File: config.mk
export PLATFORM = sky130hd
export DESIGN_NAME = fbq_front
export DESIGN_NICKNAME = d
export VERILOG_FILES = /design/src/rtl/core/fbq_pkg.sv /design/src/rtl/core/fbq_front.sv
export SDC_FILE = /design/constraint.sdc
export NUM_CORES = 1
export LEC_CHECK = 0
export ABC_AREA = 1
export BUFFER_PORTS_ARGS = -buffer_cell sky130_fd_sc_hd__buf_2
export CORE_ASPECT_RATIO = 1.1
export CORE_UTILIZATION = 38
export CTS_BUF_LIST = sky130_fd_sc_hd__clkbuf_8
export DETAILED_ROUTE_END_ITERATION = 8
export PLACE_DENSITY = 0.88
export SYNTH_ARGS = -nofsm -noshare
export SYNTH_HDL_FRONTEND = slang
export SYNTH_SLANG_ARGS = --single-unit
File: constraint.sdc
create_clock -name clk -period 4.2 [get_ports clk]
set_input_delay 0.21 -clock clk [delete_from_list [all_inputs] [get_ports clk]]
set_output_delay 0.21 -clock clk [all_outputs]
set_load 0.01 [all_outputs]
File: src/rtl/core/fbq_pkg.sv
// Shared types, constants and helpers for the per-joint feedback biquad block.
`default_nettype none

package fbq_pkg;

  localparam int CHANNELS       = 8;
  localparam int JOINT_W        = 3;
  localparam int COEF_FRAC_BITS = 30;
  localparam int Q_DEPTH        = 2;
  localparam int Q_PTR_W        = 1;
  localparam int ACC_W          = 68;

  localparam logic signed [ACC_W-1:0] HALF    = ACC_W'(1) << (COEF_FRAC_BITS - 1);
  localparam logic signed [ACC_W-1:0] SAT_MAX = ACC_W'(64'sd2147483647);
  localparam logic signed [ACC_W-1:0] SAT_MIN = -SAT_MAX - ACC_W'(1);

  typedef enum logic [2:0] {
    REG_FILTER_ENABLE = 3'd0,
    REG_COEF_B0       = 3'd1,
    REG_COEF_A1       = 3'd2,
    REG_COEF_A2       = 3'd3,
    REG_GAIN_SCALE    = 3'd4
  } reg_index_t;

  typedef struct packed {
    logic signed [31:0] b0;
    logic signed [31:0] a1;
    logic signed [31:0] a2;
    logic signed [31:0] gain;
  } coef_t;

  typedef struct packed {
    logic [JOINT_W-1:0] joint;
    logic signed [31:0] fb;
    logic signed [31:0] ff;
    logic               filt;
  } item_t;

  function automatic logic signed [31:0] sat32(input logic signed [ACC_W-1:0] v);
    logic signed [ACC_W-1:0] r;
    r = v;
    if (v > SAT_MAX) r = SAT_MAX;
    if (v < SAT_MIN) r = SAT_MIN;
    return r[31:0];
  endfunction

endpackage

`default_nettype wire

File: src/rtl/core/fbq_front.sv
// Input register stage: takes a word, tags it filtered or pass-through, feeds the queue.
`default_nettype none

module fbq_front
  import fbq_pkg::*;
(
  input  wire logic               clk,
  input  wire logic               rst,
  input  wire logic               filter_enable,
  input  wire logic               in_valid,
  output logic                    in_ready,
  input  wire logic [JOINT_W-1:0] joint_index,
  input  wire logic signed [31:0] feedback_torque,
  input  wire logic signed [31:0] feedforward_torque,
  output logic                    push_valid,
  input  wire logic               push_ready,
  output item_t                   push_item
);

  logic  fr_valid;
  item_t fr_item;
  logic  in_range;

  assign in_range   = {1'b0, joint_index} < (JOINT_W+1)'(CHANNELS);
  assign in_ready   = !fr_valid || push_ready;
  assign push_valid = fr_valid;
  assign push_item  = fr_item;

  always_ff @(posedge clk) begin
    if (rst) begin
      fr_valid <= 1'b0;
    end else if (in_valid && in_ready) begin
      fr_valid <= 1'b1;
    end else if (push_ready) begin
      fr_valid <= 1'b0;
    end
  end

  always_ff @(posedge clk) begin
    if (in_valid && in_ready) begin
      fr_item.joint <= joint_index;
      fr_item.fb    <= feedback_torque;
      fr_item.ff    <= feedforward_torque;
      fr_item.filt  <= filter_enable && in_range;
    end
  end

endmodule

`default_nettype wire

==> results by group, run 1 <==
Flow run
  – Max_cap viols: 0

GRT
  – Initial antenna violation count: 0
  – Total GRT Usage: 14.0%
  – Largest net degree at the start of global routing: 37
  – Grt total ovfl: 0
  – First-pass GRT wire length: around 5500 um
  – Vias in the first global route: between 1,000 and 1,500

Clock tree
  – H-tree levels: 3
  – CTS root buf: clkbuf_8
  – Clk buf depth: 2
  – Post-CTS Setup Bufs: 0
  – CTS Hold Bufs: 0
  – Worst skew pair latency: roughly 320 ps
  – CTS tree: built
  – Total CTS buffers: 9
  – Clk slew on worst S/H paths: around 70 ps
  – Clk sink count: between 60 and 70
  – CTS resizes: 0

Setup path
  – Worst path max stage delay: 770 ps
  – CP arrival: 2010 ps
  – CP startpoint kind: flop
  – Cells along the critical path: a21oi_4, buf_4
  – Worst Path Max Fanout: 36
  – Critical path startpoint: push_valid
  – R2r setup slk: roughly 2200 ps
  – WP data required: ~4200 ps
  – CP Capture Type: flop
  – CP Class: reg -> reg
  – CP delay by family, top: compound AO/OA/AOI/OAI gates
  – Reg2reg end: push_item[24]
  – CP max stage cell: a21oi_4
  – Cells on worst reg2reg path: 2
  – Bufs and invs on worst path: 1
  – RR Startpoint: push_valid

Floorplan
  – Ports: 142
  – Core footprint: approximately 5100 um2
  – Die H: around 80 um
  – Die ar.: a little under 6000 um2
  – Die X: slightly above 70 um
  – FP Rows: 27
  – Starting Density: about two fifths

Placement
  – IO buf count: 141
  – Placed cell count: 288
  – Global placement routability congestion: approximately 0.68

Routing
  – Final Routed Wirelength: 4000 um
  – Vias/cell: ~4.2
  – DRT Pass-1 Iters: 4
  – Residual DRC count: 0
  – Drt initial violations: 44
  – DR WL/cell: between 10 and 15 um
  – Routed Antenna Nets: 0
  – DR vias: roughly 1,300

Worst hold path
  – Hold crit path type: in -> reg
  – Hold path start: rst
  – Worst Hold End: push_valid
  – Hold path cells: 2

Synthesis
  – Mapped Avg Cell Area: ~28 um2
  – YS warnings: 0
  – Fraction of post-synthesis cell area in the top cell type by area: 97.7%
  – Mapped Area: roughly 2100 um2
  – Synth cell types: 7
  – Register bit total from synthesis: a little under 70
  – Synth area leaders: edfxtp_1 (98%), dfxtp_1 (0.96%), a21oi_2 (0.42%)
  – Post-synth top area cell: edfxtp_1
  – Syn nets: between 100 and 150
  – Mapped Cells: 74
  – Sequential share of the synthesized area: between 90% and 100%

STA
  – Rel. slew slack: around 36%
  – Final setup skew: between 3 and 4 ps
  – Setup_tns: 0 ps
  – Slew Viols, Final: 0
  – Final setup vio count: 0
  – Tmin final: between 2000 and 2500 ps
  – Final hold violation count: 0
  – Setup repair after global routing missed its margin: false
  – Final period utilization: approximately half
  – Worst Max-Slew Pin Slew: 957 ps
  – Highest clock rate: slightly below 500 MHz

Power
  – PwrDens: approximately 480 nW/um2
  – LEAKAGE: around 1.3 nW
  – Max rail drop VDD: around 0.28 mV

Layout
  – Fin cells: 304
  – Area Overhead vs Synth: 49.2%
  – # nets final: 299
  – Share of cells above drive strength 1: 69.0%
  – # diodes: 0

Run status
  – Outcome: complete, no violations
[power breakdown]
part	internal (mW)	switching [mW]
logic	0.0495	0.0597
registers	0.805	0.00961
clock network	0.331	0.231
[Yosys cell counts]
library cell / n
a21oi_1: 1
a21oi_2: 1
dfxtp_1: 1
edfxtp_1: 68
inv_1: 1
inv_2: 1
nand2_2: 1
[cells by family (layout without fill, tap and decap cells)]
| family | count (synthesis) | in the layout | synth area share (%) |
|---|---|---|---|
| DFF | 69 | 69 | 98.7 |
| AOI/OAI and AO/OA | 2 | 2 | 0.659 |
| buffers and inverters | 2 | 160 | 0.359 |
| and+or+nand+nor | 1 | 1 | 0.300 |
[routing by layer]
metal,global-route usage [%],up-vias,routed length [um]
met5,0,-,0
met4,9.41,0,63
met3,6.06,7,356
met2,21.7,82,1990
met1,15.7,573,1590
li1,-,602,-
[through the flow]
step	total power [mW]	cell area, um2	util (%)	hold slack (ps)	worst slack (ps)
3_5_place_dp	0.942	2900	56.6	373	2130
5_1_grt	1.55	3120	60.7	16.8	2020
3_3_place_gp	0.939	2900	56.6	372	2200
4_1_cts	1.51	3120	60.7	11.2	2120
2_1_floorplan	0.868	2090	-	272	1520
6_report	1.49	3120	60.7	34.7	2170
[area by class of cell]
cell class	count	area, um2
Clock buffer	9	124
Clock inverter	7	88.8
Fill cell	410	2020
Inverter	2	7.51
Multi-Input combinational cell	3	31.3
Sequential cell	69	2060
Tap cell	72	90.1
Timing Repair Buffer	142	713
[sequential cells by signal (all words and copies together), names as in the netlist]
name,flops
push_item,68
push_valid,1
[layout by cell type (no fill, tap or decap)]
cell and n:
clkbuf_8 9, a21oi_4 1, dfxtp_1 1, clkinv_2 1
clkinvlp_4 1, buf_2 141, inv_2 1, inv_1 1
a21oi_2 1, edfxtp_1 68, bufinv_16 2, clkinv_1 2
nand2_2 1, inv_6 1, buf_4 1
[worst max path at each step]
stage                         end  slack (ps)  cells past startpoint
floorplan            push_item[0]        1520                      1
global placement    push_item[44]        2200                      2
detailed placement  push_item[44]        2130                      2
CTS                 push_item[62]        2120                      2
global route        push_item[38]        2020                      2
finish              push_item[24]        2170                      2
Note: power is estimated with default switching activity, not from simulation.
==> run 2, diff against run 1 <==
--- a/config.mk
+++ b/config.mk
@@ -8,10 +8,10 @@
 export ABC_AREA = 1
 export BUFFER_PORTS_ARGS = -buffer_cell sky130_fd_sc_hd__buf_2
 export CORE_ASPECT_RATIO = 1.1
-export CORE_UTILIZATION = 38
+export CORE_UTILIZATION = 42
 export CTS_BUF_LIST = sky130_fd_sc_hd__clkbuf_8
 export DETAILED_ROUTE_END_ITERATION = 8
-export PLACE_DENSITY = 0.88
+export PLACE_DENSITY = 0.92
 export SYNTH_ARGS = -nofsm -noshare
 export SYNTH_HDL_FRONTEND = slang
 export SYNTH_SLANG_ARGS = --single-unit
==> constraint.sdc (replaced) <==
create_clock -name clk -period 1.98 [get_ports clk]
set_input_delay 0.099 -clock clk [delete_from_list [all_inputs] [get_ports clk]]
set_output_delay 0.099 -clock clk [all_outputs]
set_load 0.01 [all_outputs]
==> run 2 against run 1 <==
Maximum frequency grew 50%. Die area shrank 9.3%. Cell count grew 18%. First-iteration DRC count grew 18%. Critical path depth is the same. Count of clock-buffer cells in the layout grew 3. Register-to-register slack lost 1500 ps. Via count grew 29%. Clock power grew to 2.6 times the previous value. Sequential cell count is the same. Routed wire length grew 54%. Sequential share of layout area shrank 12 points. Largest cell class unchanged. Largest power group unchanged.
==> results by group, run 2 (synthesized netlist as in run 1, its figures left out) <==
Floorplan
  – Ports: approximately 140
  – Starting Density: 44.3%
  – Die H: between 70 and 80 um
  – FP Rows: 26
  – Die X: roughly 69 um
  – Core footprint: ~4700 um2
  – Die ar.: 5260 um2

Clock tree
  – Clk buf depth: 2
  – Clk sink count: slightly below 70
  – CTS root buf: clkbuf_8
  – Total CTS buffers: 9
  – Post-CTS Setup Bufs: 0
  – Clk slew on worst S/H paths: roughly 70 ps
  – CTS tree: built
  – CTS Hold Bufs: 69
  – Worst skew pair latency: 330 ps
  – CTS resizes: 0
  – H-tree levels: 3

Flow run
  – Max_cap viols: 0

Power
  – Sw frac: 19.5%
  – LEAKAGE: 1.67 nW
  – Seq pwr share: 49.1%
  – Clock network fraction of total power: about two fifths
  – Max rail drop VDD: between 0.5 and 0.6 mV
  – Int Pwr: 2.84 mW
  – Combinational Power Share: 10.0%
  – Net Sw Power: around 690 uW
  – PwrDens: roughly 900 nW/um2

Placement
  – Dpl ws: 642 ps
  – Placed cell count: around 270
  – Dpl hpwl: around 3200 um
  – IO buf count: roughly 140
  – Global placement routability congestion: ~0.75

Layout
  – Most frequent cells in the layout: buf_2 (141), dlygate4sd3_1 (69), edfxtp_1 (68), clkbuf_8 (12), bufinv_16 (3)
  – # nets final: around 370
  – Share of cells above drive strength 1: a little over half
  – Most common cell after layout, fill and taps aside: buf_2
  – # diodes: 0
  – Fin cells: ~360
  – Area Overhead vs Synth: 83.8%
  – Max reg flops: 68

Routing
  – Met3 WL post-DR: ~660 um
  – Final Routed Wirelength: a little over 6000 um
  – Met1 wire length: between 2000 and 2500 um
  – Drt initial violations: 52
  – DR WL/cell: between 15 and 20 um
  – Residual DRC count: 0
  – Vias/cell: ~4.5
  – Routed Antenna Nets: 0
  – DRT Pass-1 Iters: 4
  – DR vias: around 1,600
  – Met2 routed WL: between 3000 and 4000 um
  – Top sig layer: met4

STA
  – Rel. slew slack: roughly 67%
  – Worst Max-Slew Pin Slew: between 400 and 500 ps
  – Worst setup margin: between 600 and 700 ps
  – WHS: 54.4 ps
  – Setup_tns: 0 ps
  – Final period utilization: about two thirds
  – Highest clock rate: about 740 MHz
  – Final setup skew: between 9 and 10 ps
  – Setup repair after global routing missed its margin: false
  – Slew Viols, Final: 0
  – Tmin final: 1350 ps
  – Final hold violation count: 0
  – Final setup vio count: 0

GRT
  – Vias in the first global route: between 1,500 and 2,000
  – First-pass GRT wire length: 9540 um
  – Initial antenna violation count: 0
  – Largest net degree at the start of global routing: 42
  – Total GRT Usage: about a quarter
  – Grt total ovfl: 0

Worst hold path
  – Worst Hold End: push_valid
  – Hold path start: push_ready
  – Hold path cells: 4
  – Hold crit path type: in -> reg

Setup path
  – Worst Path Max Fanout: 41
  – RR Startpoint: push_valid
  – Reg2reg end: push_item[29]
  – Cells on worst reg2reg path: 2
  – CP Class: reg -> reg
  – R2r setup slk: between 600 and 700 ps
  – CP startpoint kind: flop
  – WP data required: ~2000 ps
  – CP arrival: roughly 1300 ps
  – CP Capture Type: flop

Run status
  – Outcome: complete, no violations
## run 2: how the worst max path moves through the flow
stage / start / endpoint / slack, ps / cells past startpoint
3_5_place_dp: push_valid / push_item[35] / 640 / 2
4_1_cts: push_valid / push_item[35] / 630 / 2
5_1_grt: push_valid / push_item[8] / 550 / 2
6_report: push_valid / push_item[29] / 630 / 2
3_3_place_gp: push_valid / push_item[35] / 710 / 2
2_1_floorplan: push_valid / push_item[0] / 20 / 1
## run 2: metal layers
layer	global-route usage (%)	vias to the layer above
li1	-	745
met1	25.7	751
met2	42.7	116
met3	10.1	14
met4	13.5	0
met5	0	-
## run 2: cell type report
type	count	area, um2
Inverter	2	7.51
Sequential cell	69	2060
Clock inverter	4	93.8
Multi-Input combinational cell	3	31.3
Timing Repair Buffer	212	1410
Clock buffer	12	165
Fill cell	235	876
Tap cell	56	70.1
## run 2: per-stage QoR
step                total power [mW]  utilization, %  instance area, um2
floorplan                       1.84               -                2100
global placement                1.99            61.3                2890
detailed placement              2.00            61.3                2890
CTS                             3.52            81.4                3840
global route                    3.64            81.4                3840
finish                          3.53            81.4                3840
## run 2: power by group through the flow
stage	Clock, mW	Sequential, mW	Combinational [mW]
after detailed placement	0	1.76	0.240
after global placement	0	1.75	0.233
after global routing	1.52	1.74	0.378
final	1.44	1.73	0.354
after CTS	1.45	1.73	0.345
after floorplan	0	1.81	0.0313
## run 2: critical path, cell delays in order (launching register included)
cell and delay [ps]:
dfxtp_1 360, a21oi_4 170, buf_4 440
