--- src/rtl/core/fbq_pkg.sv ---
// Shared types, constants and helpers for the per-joint feedback biquad block.
`default_nettype none

package fbq_pkg;

  localparam int CHANNELS       = 8;
  localparam int JOINT_W        = 3;
  localparam int COEF_FRAC_BITS = 30;
  localparam int Q_DEPTH        = 2;
  localparam int Q_PTR_W        = 1;
  localparam int ACC_W          = 68;

  localparam logic signed [ACC_W-1:0] HALF    = ACC_W'(1) << (COEF_FRAC_BITS - 1);
  localparam logic signed [ACC_W-1:0] SAT_MAX = ACC_W'(64'sd2147483647);
  localparam logic signed [ACC_W-1:0] SAT_MIN = -SAT_MAX - ACC_W'(1);

  typedef enum logic [2:0] {
    REG_FILTER_ENABLE = 3'd0,
    REG_COEF_B0       = 3'd1,
    REG_COEF_A1       = 3'd2,
    REG_COEF_A2       = 3'd3,
    REG_GAIN_SCALE    = 3'd4
  } reg_index_t;

  typedef struct packed {
    logic signed [31:0] b0;
    logic signed [31:0] a1;
    logic signed [31:0] a2;
    logic signed [31:0] gain;
  } coef_t;

  typedef struct packed {
    logic [JOINT_W-1:0] joint;
    logic signed [31:0] fb;
    logic signed [31:0] ff;
    logic               filt;
  } item_t;

  function automatic logic signed [31:0] sat32(input logic signed [ACC_W-1:0] v);
    logic signed [ACC_W-1:0] r;
    r = v;
    if (v > SAT_MAX) r = SAT_MAX;
    if (v < SAT_MIN) r = SAT_MIN;
    return r[31:0];
  endfunction

endpackage

`default_nettype wire

--- src/rtl/core/fbq_queue.sv ---
// Short FIFO between the front stage and the filter pipeline.
`default_nettype none

module fbq_queue
  import fbq_pkg::*;
(
  input  wire logic  clk,
  input  wire logic  rst,
  input  wire logic  push_valid,
  output logic       push_ready,
  input  wire item_t push_item,
  output logic       pop_valid,
  input  wire logic  pop_ready,
  output item_t      pop_item
);

  item_t              entries [Q_DEPTH];
  logic [Q_PTR_W-1:0] wr_ptr;
  logic [Q_PTR_W-1:0] rd_ptr;
  logic [Q_PTR_W:0]   count;
  logic               do_push;
  logic               do_pop;

  assign push_ready = count != (Q_PTR_W+1)'(Q_DEPTH);
  assign pop_valid  = count != '0;
  assign pop_item   = entries[rd_ptr];
  assign do_push    = push_valid && push_ready;
  assign do_pop     = pop_valid && pop_ready;

  always_ff @(posedge clk) begin
    if (rst) begin
      wr_ptr <= '0;
      rd_ptr <= '0;
      count  <= '0;
    end else begin
      if (do_push) wr_ptr <= wr_ptr + 1'b1;
      if (do_pop)  rd_ptr <= rd_ptr + 1'b1;
      if (do_push && !do_pop) begin
        count <= count + 1'b1;
      end else if (do_pop && !do_push) begin
        count <= count - 1'b1;
      end
    end
  end

  always_ff @(posedge clk) begin
    if (do_push) entries[wr_ptr] <= push_item;
  end

endmodule

`default_nettype wire

--- config.mk ---
export PLATFORM = sky130hd
export DESIGN_NAME = fbq_queue
export DESIGN_NICKNAME = d
export VERILOG_FILES = /design/src/rtl/core/fbq_pkg.sv /design/src/rtl/core/fbq_queue.sv
export SDC_FILE = /design/constraint.sdc
export NUM_CORES = 1
export LEC_CHECK = 0
export BUFFER_PORTS_ARGS = -buffer_cell sky130_fd_sc_hd__buf_2
export CAP_MARGIN = 20
export CORE_MARGIN = 3
export CORE_UTILIZATION = 24
export CTS_BUF_LIST = sky130_fd_sc_hd__clkbuf_4 sky130_fd_sc_hd__clkbuf_8
export CTS_CLUSTER_DIAMETER = 150
export DETAILED_ROUTE_END_ITERATION = 8
export PLACE_DENSITY = 0.4
export SETUP_SLACK_MARGIN = 0.1
export SLEW_MARGIN = 20
export SYNTH_ARGS = -nofsm -noshare
export SYNTH_HDL_FRONTEND = slang
export SYNTH_SLANG_ARGS = --single-unit
--- constraint.sdc ---
create_clock -name clk -period 6 [get_ports clk]
set_clock_uncertainty 0.05 [all_clocks]
set_input_delay 1.8 -clock clk [delete_from_list [all_inputs] [get_ports clk]]
set_output_delay 1.8 -clock clk [all_outputs]
set_load 0.01 [all_outputs]
==> out/metrics.cfg, run 1 <==
[timing]
min_period_ns=3.82
timing.fmax_mhz=262
slew_headroom=0.322
fin_crit_sh=0.637
finalSetupViolations=0
timing.setup.tns_ns=0
worst_pin_slew_ns=1.02
hold_viol=0
grt_setup_unrepaired=no
drv_slew=0

[floorplan]
fp.dieH_um=153
die_area_um2=23500
core_um2=21200
pin_count=142
start_util=0.246
placementRows=53
die_x_um=153

[clocking]
worst_skew_pair.late_latency_ns=0.43
post-cts-setup-buffer-count=0
root_buffer=clkbuf_8
cts_hold_buf=0
cts_made_buffers=17
clock_sinks=141
cts_buffer_depth=2
cts_tree=yes
cts-htree-levels=4
clk_pin_slew_ns=0.08
ctsResizeCount=0

[yosys]
netlist_area_um2=5210
yosys_warnings=0
synth_cells=236
synth_cell_types=19
ys_seq_elements=141
ys_seq_area_frac=0.803
avgSynthCellArea_um2=22.1
syn_nets=309

[routing]
viasPerCell=3.90
via_count=2645
detail_route.first_pass.iterations=4
post_drt_wl_per_cell_um=15.2
drt_wl_total_um=10300
detail_route.iter0.violations=83
drc=0
antenna_left=0

[place]
dp_hpwl_um=6470
gp_congestion=0.665
io_buffers=141

[setup_path]
arrival_ns=1.97
path_cells=buf_16 > mux2_2 > buf_2
crit_path_start_kind=flop
ff2ff_path_depth=4
cp.buffers_inverters=2
path_max_fanout=43
path_class=flop to output pin
end_kind=output pin
slowest_delay_ns=0.67
cpMaxStageDelayCell=dfxtp_4
cpLargestDelayFamily=flip-flops
cp_data_required_time_ns=4.15
cp.depth=3

[global_route]
antenna_found_initial=0
grt_use_met1=0.100
grt_pass1_vias=2994
busiest_layer=met2
use_met3=0.0456
grt_max_degree=69
grt_pass1_wl_um=16100
overflow=0
track_usage=0.0901
met2_usage=0.149

[min_path]
hp-class=flop to flop
holdPathStages=2

[final_layout]
finish.utilization=0.313
fillers=2092
areaGrowthSynthToFinish_pct=27.2
layout_common_cells=141 x buf_2, 136 x edfxtp_1, 48 x mux2_2, 20 x mux2_4, 17 x clkbuf_8
nNetsFinal=463
diodes=0
drive_above_1_share=0.613
final_common_cell=buf_2

[flow_run]
maxCapViolations=0

[pwr]
vdd_drop_max_mv=0.136
p_per_area_nw_per_um2=408
leakagePower_nw=2.45
p_total_mw=2.70

[status]
status=completed

## path summary, 6_finish.rpt
path | startpoint | end | slack [ns]
worst max-delay path | flop | pop_item[15] | 2.18
worst min-delay path | rd_ptr$_SDFFE_PP0P_ | flop | 0.45
worst max register to register | count[0]$_SDFFE_PP0P_ | entries[0][4]$_DFFE_PP_ | 3.71
worst min register to register | rd_ptr$_SDFFE_PP0P_ | flop | 0.45
## where the power goes
part           internal, mW  total [mW]  leakage (nW)  switching [mW]
clock network         0.381       0.752         0.192           0.371
registers              1.23        1.30          1.31          0.0633
logic                 0.326       0.656         0.946           0.330
## cell families (layout without fill, tap and decap cells)
| group | count (synthesis) | count (layout) | share of synthesized area |
|---|---|---|---|
| flip-flops | 141 | 141 | 0.803 |
| buffers and inverters | 9 | 176 | 0.0132 |
| AO/OA/AOI/OAI | 5 | 5 | 0.00576 |
| AND/OR/NAND/NOR | 9 | 9 | 0.00961 |
| XOR/XNOR | 3 | 3 | 0.00504 |
| adder cells (fa/ha/maj) | 1 | 1 | 0.00240 |
| multiplexers | 68 | 68 | 0.161 |
## registers in the layout, indices dropped and copies added (netlist names), named ones only
name,flops
entries,136
count,2
rd_ptr,1
wr_ptr,1
## cell type report
type                       instances  area (µm²)  share of cell area
sequential                       141        4190               0.632
inverter                           1        5.00            0.000755
clock inverter                    13         140              0.0211
multi-input combinational         86         965               0.145
tap                              275         344              0.0519
timing repair buffer             143         741               0.112
clock buffer                      19         249              0.0375
## metal layers
metal,wire (µm),vias up
met4,121,0
met1,4310,1309
met2,5050,89
met5,0,-
met3,815,11
li1,-,1236
## Yosys cell counts
library cell / number / share of area
ha_1: 1 / 0.0024
o21ai_0: 2 / 0.0019
nand2b_1: 1 / 0.0012
buf_6: 4 / 0.0086
nor2_1: 3 / 0.0022
nand3b_1: 1 / 0.0014
a21oi_1: 2 / 0.0019
xor2_1: 3 / 0.0050
and3_1: 1 / 0.0012
or2_2: 1 / 0.0012
edfxtp_1: 136 / 0.78
inv_1: 1 / 0.00072
mux2_2: 48 / 0.10
a21bo_2: 1 / 0.0019
mux2_4: 20 / 0.058
dfxtp_1: 5 / 0.019
and2_1: 1 / 0.0012
or3_1: 1 / 0.0012
buf_2: 4 / 0.0038
## through the flow
stage | cell area, µm² | hold WS [ns] | worst slack [ns] | cells
2_1_floorplan | 5210 | 0.421 | 2.07 | 236
3_3_place_gp | 6210 | 0.440 | 2.39 | 645
3_5_place_dp | 6240 | 0.448 | 2.37 | 646
4_1_cts | 6630 | 0.463 | 2.08 | 678
5_1_grt | 6630 | 0.509 | 2.02 | 678
6_report | 6630 | 0.454 | 2.18 | 678
## worst reg2reg max path, stage by stage, from the launching register on
cell and delay, ns:
dfxtp_1 0.41, nand2b_1 0.22, nand3b_1 0.15, clkinv_2 0.44, buf_4 0.59
(Power assumes the default switching activity.)
==> run 2: changes to the inputs <==
--- a/config.mk
+++ b/config.mk
@@ -5,6 +5,7 @@
 export SDC_FILE = /design/constraint.sdc
 export NUM_CORES = 1
 export LEC_CHECK = 0
+export ABC_AREA = 1
 export BUFFER_PORTS_ARGS = -buffer_cell sky130_fd_sc_hd__buf_2
 export CAP_MARGIN = 20
 export CORE_MARGIN = 3
==> constraint.sdc (replaced) <==
create_clock -name clk -period 3.97 [get_ports clk]
set_clock_uncertainty 0.05 [all_clocks]
set_input_delay 1.191 -clock clk [delete_from_list [all_inputs] [get_ports clk]]
set_output_delay 1.191 -clock clk [all_outputs]
set_load 0.01 [all_outputs]
==> out/metrics.cfg, run 2 <==
[status]
status=completed  ; unchanged

[clocking]
clock_sinks=141  ; unchanged
cts_buffer_depth=2  ; unchanged
post-cts-setup-buffer-count=0  ; unchanged
ctsResizeCount=0  ; unchanged
worst_skew_pair.late_latency_ns=0.42  ; was 0.43 ns
cts-htree-levels=4  ; unchanged
cts_hold_buf=0  ; unchanged
cts_made_buffers=17  ; unchanged
root_buffer=clkbuf_8  ; unchanged
cts_tree=yes  ; unchanged
clk_pin_slew_ns=0.07  ; was 0.08 ns

[yosys]
async_flop_share=0  ; unchanged
synth_area_leaders=edfxtp_1 78%, mux2_2 10%, mux2_4 5.7%  ; was edfxtp_1 78%, mux2_2 10%, mux2_4 5.8%
yosys.area_share.adder=0.00239  ; was 0.00240
ys_top_cells_by_count=136 x edfxtp_1, 48 x mux2_2, 20 x mux2_4  ; unchanged
netlist_area_um2=5240  ; was 5210 µm²
ys_seq_area_frac=0.799  ; was 0.803
synth_top_area_cell=edfxtp_1  ; unchanged
synth_cells=249  ; was 236
synth_top_family_by_area=multiplexers  ; unchanged
synthXorXnorAreaFrac=0  ; was 0.00504
ys_seq_elements=141  ; unchanged
synth-edff-count=136  ; unchanged
avgSynthCellArea_um2=21.0  ; was 22.1 µm²
synth-simple-area-share=0.0146  ; was 0.00960
synthMuxAreaShare=0.161  ; about the same
netlist.area_leader.share=0.780  ; was 0.783
synth_compound_area_frac=0.00382  ; was 0.00576
yosys_warnings=0  ; unchanged
synthFlopType=edfxtp_1  ; unchanged
syn_nets=322  ; was 309
synth_cell_types=15  ; was 19
yosysMostFrequentCell=edfxtp_1  ; unchanged

[setup_path]
end_kind=output pin  ; unchanged
path_cells=buf_4 > mux2_2 > buf_2  ; was buf_16 > mux2_2 > buf_2
cpMaxStageDelayCell=dfxtp_4  ; unchanged
path_class=flop to output pin  ; unchanged
path_max_fanout=21  ; was 43
cp_data_required_time_ns=2.73  ; was 4.15 ns
cpLargestDelayFamily=flip-flops  ; unchanged
slowest_delay_ns=0.55  ; was 0.67 ns
arrival_ns=1.93  ; was 1.97 ns
cp.buffers_inverters=2  ; unchanged
crit_path_start_kind=flop  ; unchanged

[global_route]
grt_use_met1=0.0981  ; was 0.100
use_met3=0.0433  ; was 0.0456
grt_pass1_vias=2956  ; was 2994
overflow=0  ; unchanged
track_usage=0.0888  ; was 0.0901
grt_max_degree=37  ; was 69
grt_pass1_wl_um=15900  ; was 16100 µm
met2_usage=0.148  ; was 0.149
antenna_found_initial=0  ; unchanged
busiest_layer=met2  ; unchanged

[routing]
viasPerCell=3.90  ; about the same
via_count=2711  ; was 2645
drt_wl_total_um=10300  ; about the same
detail_route.first_pass.iterations=4  ; unchanged
detail_route.iter0.violations=75  ; was 83
antenna_left=0  ; unchanged
post_drt_wl_per_cell_um=14.8  ; was 15.2 µm
drc=0  ; unchanged

[final_layout]
diodes=0  ; unchanged
stdcell_area_um2=6740  ; was 6630 µm²
final_cells=695  ; was 678
drive_above_1_share=0.590  ; was 0.613
regMostFlops=entries  ; unchanged
finish.utilization=0.318  ; was 0.313
largest_registers=entries (136), count (2)  ; unchanged
areaGrowthSynthToFinish_pct=28.7  ; was 27.2%
largest_reg_flops=136  ; unchanged
final_common_cell=buf_2  ; unchanged
nNetsFinal=480  ; was 463
layout_common_cells=141 x buf_2, 136 x edfxtp_1, 48 x mux2_2, 20 x mux2_4, 17 x clkbuf_8  ; unchanged

[timing]
hold_viol=0  ; unchanged
fin_crit_sh=0.798
drv_slew=0  ; unchanged
min_period_ns=3.17
timing.fmax_mhz=316
worst_pin_slew_ns=0.532  ; was 1.02 ns
slew_headroom=0.645  ; was 0.322
grt_setup_unrepaired=no  ; unchanged
fin_ws_ns=0.801  ; was 2.18 ns
finalSetupViolations=0  ; unchanged

[pwr]
vdd_drop_max_mv=0.284  ; was 0.136 mV
leakagePower_nw=2.54  ; was 2.45 nW
p_per_area_nw_per_um2=621  ; was 408 nW/µm²
p_total_mw=4.19  ; was 2.70 mW

[place]
place_area_um2=6290  ; was 6240 µm²
dp_cells=663  ; was 646
gp_congestion=0.685  ; was 0.665
pre_cts_ws_ns=1.21  ; was 2.37 ns
io_buffers=141  ; unchanged
dp_hpwl_um=6840  ; was 6470 µm

[floorplan]
core_um2=21200  ; about the same
pin_count=142  ; unchanged
die_x_um=154  ; was 153 µm
start_util=0.247  ; was 0.246
die_area_um2=23600  ; was 23500 µm²
fp.dieH_um=154  ; was 153 µm
placementRows=53  ; unchanged

[flow_run]
maxCapViolations=0  ; unchanged

[min_path]
hp-class=flop to flop  ; unchanged

-- run 2: changes by cell type in the layout (fill, tap and decap cells not counted), moves of 3 or more --
cell	previous run	this run
nand2_1	0	9
xor2_1	3	0
inv_1	0	8
inv_6	4	0
bufinv_16	2	5
clkinvlp_4	3	0
buf_4	1	5
-- run 2: power breakdown --
part	internal (mW)	total (mW)	switching (mW)
registers	1.88	1.95	0.0697
clock network	0.766	1.29	0.526
logic	0.444	0.942	0.499
total	3.09	4.19	1.09
-- run 2: per-stage QoR --
stage / TNS (ns) / hold slack [ns]
after global placement: 0 / 0.433
after global routing: 0 / 0.497
after floorplan: -94.95 / 0.415
final: 0 / 0.463
after CTS: 0 / 0.463
after detailed placement: 0 / 0.442
-- run 2: metal layers --
metal / share of wire / vias up
met4: 0.012 / 0
met2: 0.49 / 91
met5: 0 / -
met3: 0.081 / 6
li1: - / 1275
met1: 0.42 / 1339
-- run 2: cells by family after synthesis --
logic type | Yosys count
fa+ha+maj | 1
flops | 141
simple gates | 19
compound gates | 4
buf+inv | 16
mux | 68
-- run 2: final cells by class --
class                      instances  area (µm²)
clock inverter                    12         194
clock buffer                      20         256
timing repair buffer             147         763
sequential                       141        4190
fill                            2105       14500
inverter                           8        30.0
multi-input combinational         92         965
tap                              275         344
-- run 2: final timing paths --
kind	from	end	slack (ns)	depth (start not counted)
worst min-delay path	rd_ptr$_SDFFE_PP0P_	flop	0.46	2
worst max-delay path	flop	pop_item[53]	0.80	3
worst min register to register	rd_ptr$_SDFFE_PP0P_	flop	0.46	2
worst max register to register	count[0]$_SDFFE_PP0P_	entries[1][28]$_DFFE_PP_	2.27	5
-- run 2: tightest hold or removal path: cells and delay by family, from the launching register on --
family | cells | cell delay (ns)
DFF | 1 | 0.34
and+or+nand+nor | 1 | 0.09
AOI/OAI and AO/OA | 1 | 0.06
==> run 3: changes to the inputs <==
--- a/config.mk
+++ b/config.mk
@@ -13,7 +13,7 @@
 export CTS_BUF_LIST = sky130_fd_sc_hd__clkbuf_4 sky130_fd_sc_hd__clkbuf_8
 export CTS_CLUSTER_DIAMETER = 150
 export DETAILED_ROUTE_END_ITERATION = 8
-export PLACE_DENSITY = 0.4
+export PLACE_DENSITY = 0.41
 export SETUP_SLACK_MARGIN = 0.1
 export SLEW_MARGIN = 20
 export SYNTH_ARGS = -nofsm -noshare
==> constraint.sdc (replaced) <==
create_clock -name clk -period 2.7 [get_ports clk]
set_clock_uncertainty 0.05 [all_clocks]
set_input_delay 0.81 -clock clk [delete_from_list [all_inputs] [get_ports clk]]
set_output_delay 0.81 -clock clk [all_outputs]
set_load 0.01 [all_outputs]
==> out/metrics.cfg, run 3 (same netlist as run 2, synthesis figures left out) <==
[status]
status=completed  ; unchanged

[setup_path]
ff2ff_path_depth=5  ; unchanged
rrSetupSlack_ns=1.03  ; was 2.27 ns
path_class=flop to output pin  ; unchanged
slowest_delay_ns=0.38  ; was 0.55 ns
path_cells=buf_12 > mux2_2 > buf_2  ; was buf_4 > mux2_2 > buf_2
cpMaxStageDelayCell=dfxtp_4  ; unchanged
path_max_fanout=34  ; was 21
arrival_ns=1.60  ; was 1.93 ns
end_kind=output pin  ; unchanged
cp_data_required_time_ns=1.84  ; was 2.73 ns
timing.rr.start=count[0]$_SDFFE_PP0P_  ; unchanged
crit_path_start_kind=flop  ; unchanged
worstReg2RegEnd=entries[0][37]$_DFFE_PP_  ; was entries[1][28]$_DFFE_PP_

[global_route]
grt_pass1_vias=3057  ; was 2956
grt_pass1_wl_um=16300  ; was 15900 µm
track_usage=0.0905  ; was 0.0888
overflow=0  ; unchanged
antenna_found_initial=0  ; unchanged
grt_max_degree=38  ; was 37

[floorplan]
die_x_um=154  ; unchanged
pin_count=142  ; unchanged
fp.dieH_um=154  ; unchanged
die_area_um2=23600  ; unchanged
start_util=0.247  ; unchanged
placementRows=53  ; unchanged
core_um2=21200  ; unchanged

[place]
place_area_um2=6310  ; was 6290 µm²
dp_hpwl_um=6650  ; was 6840 µm
pre_cts_ws_ns=0.463  ; was 1.21 ns
io_buffers=141  ; unchanged
gp_congestion=0.660  ; was 0.685

[clocking]
cts-htree-levels=4  ; unchanged
clk_pin_slew_ns=0.07  ; about the same
cts_made_buffers=17  ; unchanged
cts_hold_buf=0  ; unchanged
clock_sinks=141  ; unchanged
cts_tree=yes  ; unchanged
post-cts-setup-buffer-count=0  ; unchanged
worst_skew_pair.late_latency_ns=0.43  ; was 0.42 ns
cts_buffer_depth=2  ; unchanged
root_buffer=clkbuf_8  ; unchanged

[timing]
hold_viol=0  ; unchanged
fin_ws_ns=0.237  ; was 0.801 ns
finalSetupViolations=0  ; unchanged
worst_pin_slew_ns=0.469  ; was 0.532 ns
drv_slew=0  ; unchanged
min_period_ns=2.46
timing.hold.ws_ns=0.458  ; was 0.463 ns
grt_setup_unrepaired=no  ; unchanged
timing.fmax_mhz=406
fin_crit_sh=0.912
slew_headroom=0.687  ; was 0.645

[final_layout]
largest_registers=entries (136), count (2)  ; unchanged
regMostFlops=entries  ; unchanged
finish.utilization=0.319  ; was 0.318
stdcell_area_um2=6760  ; was 6740 µm²
layout_common_cells=141 x buf_2, 136 x edfxtp_1, 48 x mux2_2, 21 x clkbuf_8, 20 x mux2_4  ; was 141 x buf_2, 136 x edfxtp_1, 48 x mux2_2, 20 x mux2_4, 17 x clkbuf_8
drive_above_1_share=0.595  ; was 0.590
final_common_cell=buf_2  ; unchanged
largest_reg_flops=136  ; unchanged
fillers=2117  ; was 2105
nNetsFinal=480  ; unchanged
areaGrowthSynthToFinish_pct=29.2  ; was 28.7%
diodes=0  ; unchanged

[routing]
drc=0  ; unchanged
viasPerCell=3.93  ; was 3.90
via_count=2732  ; was 2711
antenna_left=0  ; unchanged
detail_route.first_pass.iterations=4  ; unchanged
post_drt_wl_per_cell_um=14.9  ; was 14.8 µm
detail_route.iter0.violations=114  ; was 75
drt_wl_total_um=10300  ; about the same

[pwr]
net-switching-power_mw=1.61  ; was 1.09 mW
p_per_area_nw_per_um2=905  ; was 621 nW/µm²
vdd_drop_max_mv=0.288  ; was 0.284 mV
p_total_mw=6.12  ; was 4.19 mW
p_sw_frac=0.263  ; was 0.262
power_frac_comb=0.238  ; was 0.225
p_clk_frac=0.299  ; was 0.309
leakagePower_nw=2.54  ; about the same
seqPwrFrac=0.463  ; was 0.466
power.internal_mw=4.51  ; was 3.09 mW

[min_path]
holdPathStages=2  ; unchanged
whs_endpoint=rd_ptr$_SDFFE_PP0P_
worstHoldStart=rd_ptr$_SDFFE_PP0P_  ; unchanged
hp-class=flop to flop  ; unchanged

[flow_run]
maxCapViolations=0  ; unchanged

-- run 3: cell types whose count changed in the layout (fill, tap and decap cells not counted), sizes merged --
cell / previous run / this run
clkinvlp: 0 / 2
clkbuf: 20 / 26
clkinv: 7 / 1
bufinv: 5 / 3
-- run 3: stage by stage --
| step | TNS (ns) | instances |
|---|---|---|
| 6_report | 0 | 695 |
| 5_1_grt | 0 | 695 |
| 4_1_cts | 0 | 695 |
| 3_5_place_dp | 0 | 663 |
| 3_3_place_gp | 0 | 663 |
| 2_1_floorplan | -62.92 | 249 |
-- run 3: repair_timing --
action	in CTS	in global routing
cloned	0	0
resized for setup	2	1
endpoints found under the setup margin	34	1
-- run 3: worst max path at each step --
stage                     slack, ns       start                      end  depth (start not counted)
final                          0.24        flop             pop_item[58]                          3
after global placement         0.48        flop             pop_item[62]                          3
after detailed placement       0.46        flop             pop_item[62]                          3
after floorplan               -0.46  push_valid  entries[0][0]$_DFFE_PP_                          2
after CTS                      0.13        flop             pop_item[62]                          3
after global routing           0.12        flop             pop_item[58]                          3
-- run 3: power by group through the flow --
| stage | Clock [mW] | Combinational [mW] | Sequential (mW) |
|---|---|---|---|
| final | 1.83 | 1.46 | 2.84 |
| after detailed placement | 0 | 1.49 | 2.89 |
| after global routing | 2.01 | 1.61 | 2.87 |
| after global placement | 0 | 1.48 | 2.88 |
| after floorplan | 0 | 0.939 | 2.88 |
| after CTS | 1.92 | 1.51 | 2.84 |
-- run 3: worst max-delay path: cells and delay by family, from the launching register on --
family                 cells  cell delay (ns)
flip-flops                 1             0.38
buffers and inverters      2             0.39
multiplexers               1             0.37
-- run 3: area by class of cell --
| class | instances | area, µm² | area share |
|---|---|---|---|
| Tap cell | 275 | 344 | 0.0509 |
| Clock inverter | 6 | 110 | 0.0163 |
| Timing Repair Buffer | 147 | 801 | 0.118 |
| Inverter | 8 | 30.0 | 0.00444 |
| Multi-Input combinational cell | 92 | 965 | 0.143 |
| Sequential cell | 141 | 4190 | 0.619 |
| Clock buffer | 26 | 327 | 0.0483 |
-- run 3: metal layers --
layer / GRT usage / routed length [µm]
met5: 0 / 0
met2: 0.148 / 5200
met1: 0.103 / 4230
met4: 0.0378 / 149
met3: 0.0417 / 745
